### src/design/wf23_pkg.sv
// ----------------------------------------------------------------------------
// wf23_pkg
// Shared types and IEEE binary32 arithmetic for the Winograd F(2,3) tile MAC.
// ----------------------------------------------------------------------------
package wf23_pkg;

    localparam logic [31:0] CANON_NAN = 32'h7FC0_0000;
    localparam logic [31:0] HALF      = 32'h3F00_0000;

    localparam logic MODE_1X1  = 1'b0;
    localparam logic MODE_WINO = 1'b1;

    // Operands of one tile as it moves down the pipeline. The meaning of the
    // x and w lanes changes from stage to stage.
    typedef struct packed {
        logic        mode;
        logic [31:0] x0;
        logic [31:0] x1;
        logic [31:0] x2;
        logic [31:0] x3;
        logic [31:0] w0;
        logic [31:0] w1;
        logic [31:0] w2;
        logic [31:0] w3;
        logic [31:0] p0;
        logic [31:0] p1;
    } t_tile;

    function automatic logic [31:0] fp_mul(input logic [31:0] a, input logic [31:0] b);
        logic              s;
        logic [7:0]        ea;
        logic [7:0]        eb;
        logic [23:0]       ma;
        logic [23:0]       mb;
        logic [47:0]       p;
        logic [5:0]        lz;
        logic signed [11:0] e;
        logic [11:0]       rs;
        logic [95:0]       ext;
        logic [23:0]       m24;
        logic              g;
        logic              st;
        logic              rnd;
        logic [7:0]        fld;
        logic [31:0]       res;
        s   = a[31] ^ b[31];
        ea  = (a[30:23] == 8'd0) ? 8'd1 : a[30:23];
        eb  = (b[30:23] == 8'd0) ? 8'd1 : b[30:23];
        ma  = {|a[30:23], a[22:0]};
        mb  = {|b[30:23], b[22:0]};
        p   = ma * mb;
        lz  = 6'd0;
        for (int i = 0; i < 48; i++) begin
            if (p[i]) begin
                lz = 6'(47 - i);
            end
        end
        p   = p << lz;
        e   = $signed({4'd0, ea}) + $signed({4'd0, eb}) - 12'sd126 - $signed({6'd0, lz});
        ext = {p, 48'd0};
        fld = 8'd0;
        if (e > 12'sd0) begin
            fld = e[7:0];
        end else begin
            rs = 12'(12'sd1 - e);
            if (rs > 12'd48) begin
                rs = 12'd48;
            end
            ext = ext >> rs;
        end
        m24 = ext[95:72];
        g   = ext[71];
        st  = |ext[70:0];
        rnd = g & (st | m24[0]);
        res = {s, 31'({fld, m24[22:0]} + {30'd0, rnd})};
        if (e >= 12'sd255) begin
            res = {s, 8'hFF, 23'd0};
        end
        if ((a[30:23] == 8'hFF && a[22:0] != 23'd0) || (b[30:23] == 8'hFF && b[22:0] != 23'd0)) begin
            res = CANON_NAN;
        end else if (a[30:23] == 8'hFF || b[30:23] == 8'hFF) begin
            if (a[30:0] == 31'd0 || b[30:0] == 31'd0) begin
                res = CANON_NAN;
            end else begin
                res = {s, 8'hFF, 23'd0};
            end
        end else if (a[30:0] == 31'd0 || b[30:0] == 31'd0) begin
            res = {s, 31'd0};
        end
        return res;
    endfunction

    function automatic logic [31:0] fp_add(input logic [31:0] a, input logic [31:0] b);
        logic [31:0] x;
        logic [31:0] y;
        logic [7:0]  ex;
        logic [7:0]  ey;
        logic [7:0]  d;
        logic [26:0] mx;
        logic [53:0] ext;
        logic [26:0] my;
        logic        sub;
        logic [27:0] sum;
        logic [9:0]  e;
        logic [4:0]  lz;
        logic [9:0]  sh;
        logic [23:0] m24;
        logic        g;
        logic        st;
        logic        rnd;
        logic [7:0]  fld;
        logic [31:0] res;
        if (a[30:0] < b[30:0]) begin
            x = b;
            y = a;
        end else begin
            x = a;
            y = b;
        end
        ex  = (x[30:23] == 8'd0) ? 8'd1 : x[30:23];
        ey  = (y[30:23] == 8'd0) ? 8'd1 : y[30:23];
        d   = ex - ey;
        if (d > 8'd27) begin
            d = 8'd27;
        end
        mx  = {|x[30:23], x[22:0], 3'd0};
        ext = {|y[30:23], y[22:0], 3'd0, 27'd0} >> d;
        my  = {ext[53:28], ext[27] | (|ext[26:0])};
        sub = x[31] ^ y[31];
        sum = sub ? ({1'b0, mx} - {1'b0, my}) : ({1'b0, mx} + {1'b0, my});
        e   = {2'd0, ex};
        if (sum[27]) begin
            sum = {1'b0, sum[27:2], sum[1] | sum[0]};
            e   = e + 10'd1;
        end else begin
            lz = 5'd0;
            for (int i = 0; i < 27; i++) begin
                if (sum[i]) begin
                    lz = 5'(26 - i);
                end
            end
            sh  = ({5'd0, lz} < (e - 10'd1)) ? {5'd0, lz} : (e - 10'd1);
            sum = sum << sh;
            e   = e - sh;
        end
        m24 = sum[26:3];
        g   = sum[2];
        st  = |sum[1:0];
        rnd = g & (st | m24[0]);
        fld = sum[26] ? e[7:0] : 8'd0;
        res = {x[31], 31'({fld, m24[22:0]} + {30'd0, rnd})};
        if (e >= 10'd255) begin
            res = {x[31], 8'hFF, 23'd0};
        end
        if (sum == 28'd0) begin
            res = {(sub ? 1'b0 : x[31]), 31'd0};
        end
        if ((a[30:23] == 8'hFF && a[22:0] != 23'd0) || (b[30:23] == 8'hFF && b[22:0] != 23'd0)) begin
            res = CANON_NAN;
        end else if (a[30:23] == 8'hFF && b[30:23] == 8'hFF) begin
            res = (a[31] != b[31]) ? CANON_NAN : a;
        end else if (a[30:23] == 8'hFF) begin
            res = a;
        end else if (b[30:23] == 8'hFF) begin
            res = b;
        end
        return res;
    endfunction

    function automatic logic [31:0] fp_sub(input logic [31:0] a, input logic [31:0] b);
        return fp_add(a, {~b[31], b[30:0]});
    endfunction

endpackage

### src/design/wf23_comb.sv
// ----------------------------------------------------------------------------
// wf23_comb
// Output transform of the four products and accumulation into the partials.
// ----------------------------------------------------------------------------
module wf23_comb (
    input  logic           i_clk,
    input  logic           i_rst_n,
    input  logic           i_ce,
    input  logic           i_vld,
    input  wf23_pkg::t_tile i_tile,
    output logic           o_vld,
    output logic [31:0]    o_sum_out_0,
    output logic [31:0]    o_sum_out_1
);
    import wf23_pkg::*;

    logic [2:0]  r_vld;
    t_tile       r_s5;
    t_tile       r_s6;
    t_tile       n_s5;
    t_tile       n_s6;
    logic [31:0] r_sum0;
    logic [31:0] r_sum1;

    always_comb begin
        n_s5 = i_tile;
        if (i_tile.mode == MODE_WINO) begin
            n_s5.x0 = fp_add(i_tile.x0, i_tile.x1);
            n_s5.x1 = fp_sub(i_tile.x1, i_tile.x2);
        end
    end

    always_comb begin
        n_s6 = r_s5;
        if (r_s5.mode == MODE_WINO) begin
            n_s6.x0 = fp_add(r_s5.x0, r_s5.x2);
            n_s6.x1 = fp_sub(r_s5.x1, r_s5.x3);
        end
    end

    always_ff @(posedge i_clk) begin
        if (!i_rst_n) begin
            r_vld <= 3'd0;
        end else if (i_ce) begin
            r_vld <= {r_vld[1:0], i_vld};
        end
    end

    always_ff @(posedge i_clk) begin
        if (i_ce) begin
            r_s5   <= n_s5;
            r_s6   <= n_s6;
            r_sum0 <= fp_add(r_s6.p0, r_s6.x0);
            r_sum1 <= fp_add(r_s6.p1, r_s6.x1);
        end
    end

    assign o_vld       = r_vld[2];
    assign o_sum_out_0 = r_sum0;
    assign o_sum_out_1 = r_sum1;

endmodule

### config.mk
export PLATFORM = sky130hd
export DESIGN_NAME = wf23_comb
export DESIGN_NICKNAME = d
export VERILOG_FILES = /design/src/design/wf23_pkg.sv /design/src/design/wf23_comb.sv
export SDC_FILE = /design/constraint.sdc
export NUM_CORES = 2
export LEC_CHECK = 0
export ABC_AREA = 1
export BUFFER_PORTS_ARGS = -buffer_cell sky130_fd_sc_hd__buf_2
export CORE_MARGIN = 2
export CORE_UTILIZATION = 35
export DETAILED_ROUTE_END_ITERATION = 12
export PLACE_DENSITY_LB_ADDON = 0.12
export SLEW_MARGIN = 25
export SYNTH_ARGS = -nofsm -noshare
export SYNTH_HDL_FRONTEND = slang
export SYNTH_SLANG_ARGS = --single-unit
### constraint.sdc
create_clock -name i_clk -period 16.3 [get_ports i_clk]
set_input_delay 1.63 -clock i_clk [delete_from_list [all_inputs] [get_ports i_clk]]
set_output_delay 1.63 -clock i_clk [all_outputs]
set_load 0.005 [all_outputs]
==> summary.txt <==
Status
  • Status: completed

Global routing
  • Antenna violations before repair: 15
  • First-pass GRT wire length: 523000 um
  • Gr usage total: between 20 and 30%
  • Vias in the first global route: 85.4k
  • GRT overflow: 0
  • Largest net degree at the start of global routing: 137

Floorplan
  • FP Rows: 173
  • Die area: 0.226 mm2
  • Initial Util: 35.1%
  • Die height: 476 um
  • Core area: 0.222 mm2
  • Die X-Extent: 476 um
  • IO Count: 390

Route
  • DR iter-0 viols: around 8.8k
  • Vias: 92.3k
  • Final WL: 352000 um
  • Wire length per cell: 21.0 um
  • Post-route ant nets: 0
  • Drt drc: 0
  • DRT Pass-1 Iters: 8
  • Via-to-Cell Ratio: 5.49

Place
  • Cell Count Post-Placement: 16.7k
  • GP Congestion: 1.04
  • # port buffers: 261
  • Setup WS pre-CTS: 378 ps
  • DP HPWL: between 200000 and 300000 um

STA
  • Slew margin rel.: 21.9%
  • Final Setup Violations: 0
  • Period utilization: between 90% and 100%
  • Fin. Hold Viols: 0
  • Worst-Margin Slew: 1160 ps
  • Fin worst setup slack: 1220 ps
  • Fmax: between 0.06 and 0.07 GHz
  • Worst Clk Skew: 78.8 ps
  • Max Slew Vio Count: 0
  • Period minus WS final: 15080 ps
  • Min Hold Slack: 410 ps

Yosys
  • Post-synthesis sequential area ratio: 14.9%
  • Mean Syn Cell Area: approximately 5.7 um2
  • Dominant cell type by area after synthesis: nand2_1
  • Ys flop type: edfxtp_1
  • Area fraction of the dominant cell type after synthesis: a little over a fifth
  • Async set-reset flop share out of synthesis: 0%
  • Post-synth top cells: nand2_1 (4443), nand3_1 (2339), inv_1 (1418)
  • Yosys cell types: 89
  • Yosys warning count: 0
  • Synth area leaders: nand2_1 (21%), nand3_1 (15%), edfxtp_1 (15%), ha_1 (9.7%), inv_1 (6.8%)
  • Yosys reg bits: 388
  • Most frequent cell after synthesis: nand2_1
  • Cell count after synthesis: approximately 14k
  • Post-synthesis cell area: 0.0778 mm2
  • Number of flops mapped to enable cells by yosys: a little under 400

Critical path
  • Crit path launch type: input port
  • Slowest-stage cell, CP: a21boi_0
  • Crit-path max cell delay: 630 ps
  • Worst r2r path cells: 85
  • Worst R2R End: r_s6[302]
  • Arr. time, crit path: 15430 ps
  • Most frequent CP cell: nand2_1
  • Crit path kind: in -> reg
  • Endpoint class of the critical path: flip-flop
  • Worst-path maximum fanout: 28
  • Crit path required time: 16650 ps
  • Flop2flop setup slack: approximately 1300 ps
  • FF-to-FF Start: r_s5[316]

Flow run
  • Max-Cap Viols: 0

Clock tree
  • Clock-pin slew on the worst setup and hold paths: 60 ps
  • CTS H-Tree Depth: 2
  • CTS hold repair buffers: 0
  • CTS tree: done
  • Clock buffers created by TritonCTS: 45
  • Clk sinks: 388
  • CTS Root Cell: clkbuf_16
  • Skew-Pair Late Insertion Delay: 670 ps
  • Longest Clk Path Bufs: 3

Finish
  • Fin cells: 16.8k
  • Fillcell total: 25.5k
  • Nets: 14.7k
  • Synth-to-Final Area Change: 8.60%
  • Layout cell share with drive strength beyond 1: 7.69%
  • Multi-input combinational cell area: a little under 0.06 mm2
  • Sequential cell area: around 0.012 mm2

Worst hold path
  • Hold path depth: 0
  • HP Class: reg -> reg
  • Min-delay src: n_s6[22]
  • Hold Path Sink: r_s6[22]
==> worst max-delay path: cells and delay by family <==
kind,cells,cell delay (ps)
fa+ha+maj,5,1620
compound gates,13,2620
xor+xnor,1,150
buf+inv,12,2080
simple gates,53,7230
==> placed cells by master, fill, tap and decap left out, drive strengths merged, types with 16 or more instances in the layout <==
cell	n
inv	1495
clkinv	36
nor4	87
o21ai	928
xor2	182
buf	572
or2	40
edfxtp	385
o22ai	16
nand2	4522
nor3	111
a21boi	24
o21a	32
ha	604
o211ai	29
nand4	263
a31oi	37
nor2	1084
a21oi	612
nand3	2357
nand3b	28
o21bai	43
clkbuf	51
o31ai	49
fa	18
xnor2	49
and2	26
a21o	26
==> flip-flops by register name (all words and copies together), names as in the netlist <==
name	cells
n_s6	129
r_vld	3
o_sum_out_1	32
o_sum_out_0	32
r_s6	128
r_s5	64
==> logic make-up (layout without fill, tap and decap cells) <==
family | after synthesis | in the layout | synth area share, %
adders and majority gates | 622 | 622 | 10.2
AOI/OAI and AO/OA | 1872 | 1873 | 13.6
xor gates and xnor gates | 231 | 231 | 2.75
muxes | 4 | 4 | 0.0563
other | 1 | 14 | 0.00482
DFF | 388 | 388 | 14.9
buffers and inverters | 2048 | 2163 | 10.8
and+or+nand+nor | 8534 | 8536 | 47.7
==> what timing repair did <==
| item | in CTS | in global routing |
|---|---|---|
| buffers inserted | 0 | 20 |
| setup endpoints to repair | 0 | 152 |
| endpoints found under the hold margin | 0 | 0 |
| gates resized for setup | 0 | 69 |
==> how the worst max path moves through the flow <==
| stage | startpoint | end | slack (ps) | depth (start not counted) |
|---|---|---|---|---|
| global placement | r_s6[286] | o_sum_out_1[9] | 200 | 84 |
| finish | i_tile[244] | r_s5[271] | 1220 | 84 |
| global route | r_s6[286] | o_sum_out_1[9] | -30 | 87 |
| floorplan | i_tile[282] | r_s5[300] | 2020 | 96 |
| CTS | r_s6[286] | o_sum_out_1[4] | 280 | 84 |
| detailed placement | r_s6[286] | o_sum_out_1[9] | 380 | 84 |
==> per-stage QoR <==
stage	setup TNS, ps	utilization [%]	instance area (um2)
after CTS	0	37.9	84000
after global routing	-34.0	38.1	84500
final	0	38.1	84500
after global placement	0	37.2	82400
after floorplan	0	-	77800
after detailed placement	0	37.2	82400
==> cell type report <==
cell class	count	share of cell area (%)
clock buffers	51	1.36
inverters	1507	6.71
clock inverters	33	0.515
flip-flops and latches	388	13.8
diodes	6	0.0178
multi-input cells	11300	68.8
well taps	2975	4.41
repair buffers	572	4.42
==> routing by layer <==
metal	share of wire [%]	global-route usage, %	vias to the layer above
met5	0.0097	0	-
met4	6.0	15.4	6
met2	45	49.4	3396
met3	6.5	2.85	643
li1	-	-	45800
met1	42	38.6	42400
Power is left out: the tool's default activity adds up to more than one toggle a clock period on the data nets, which glitch-free logic cannot reach.
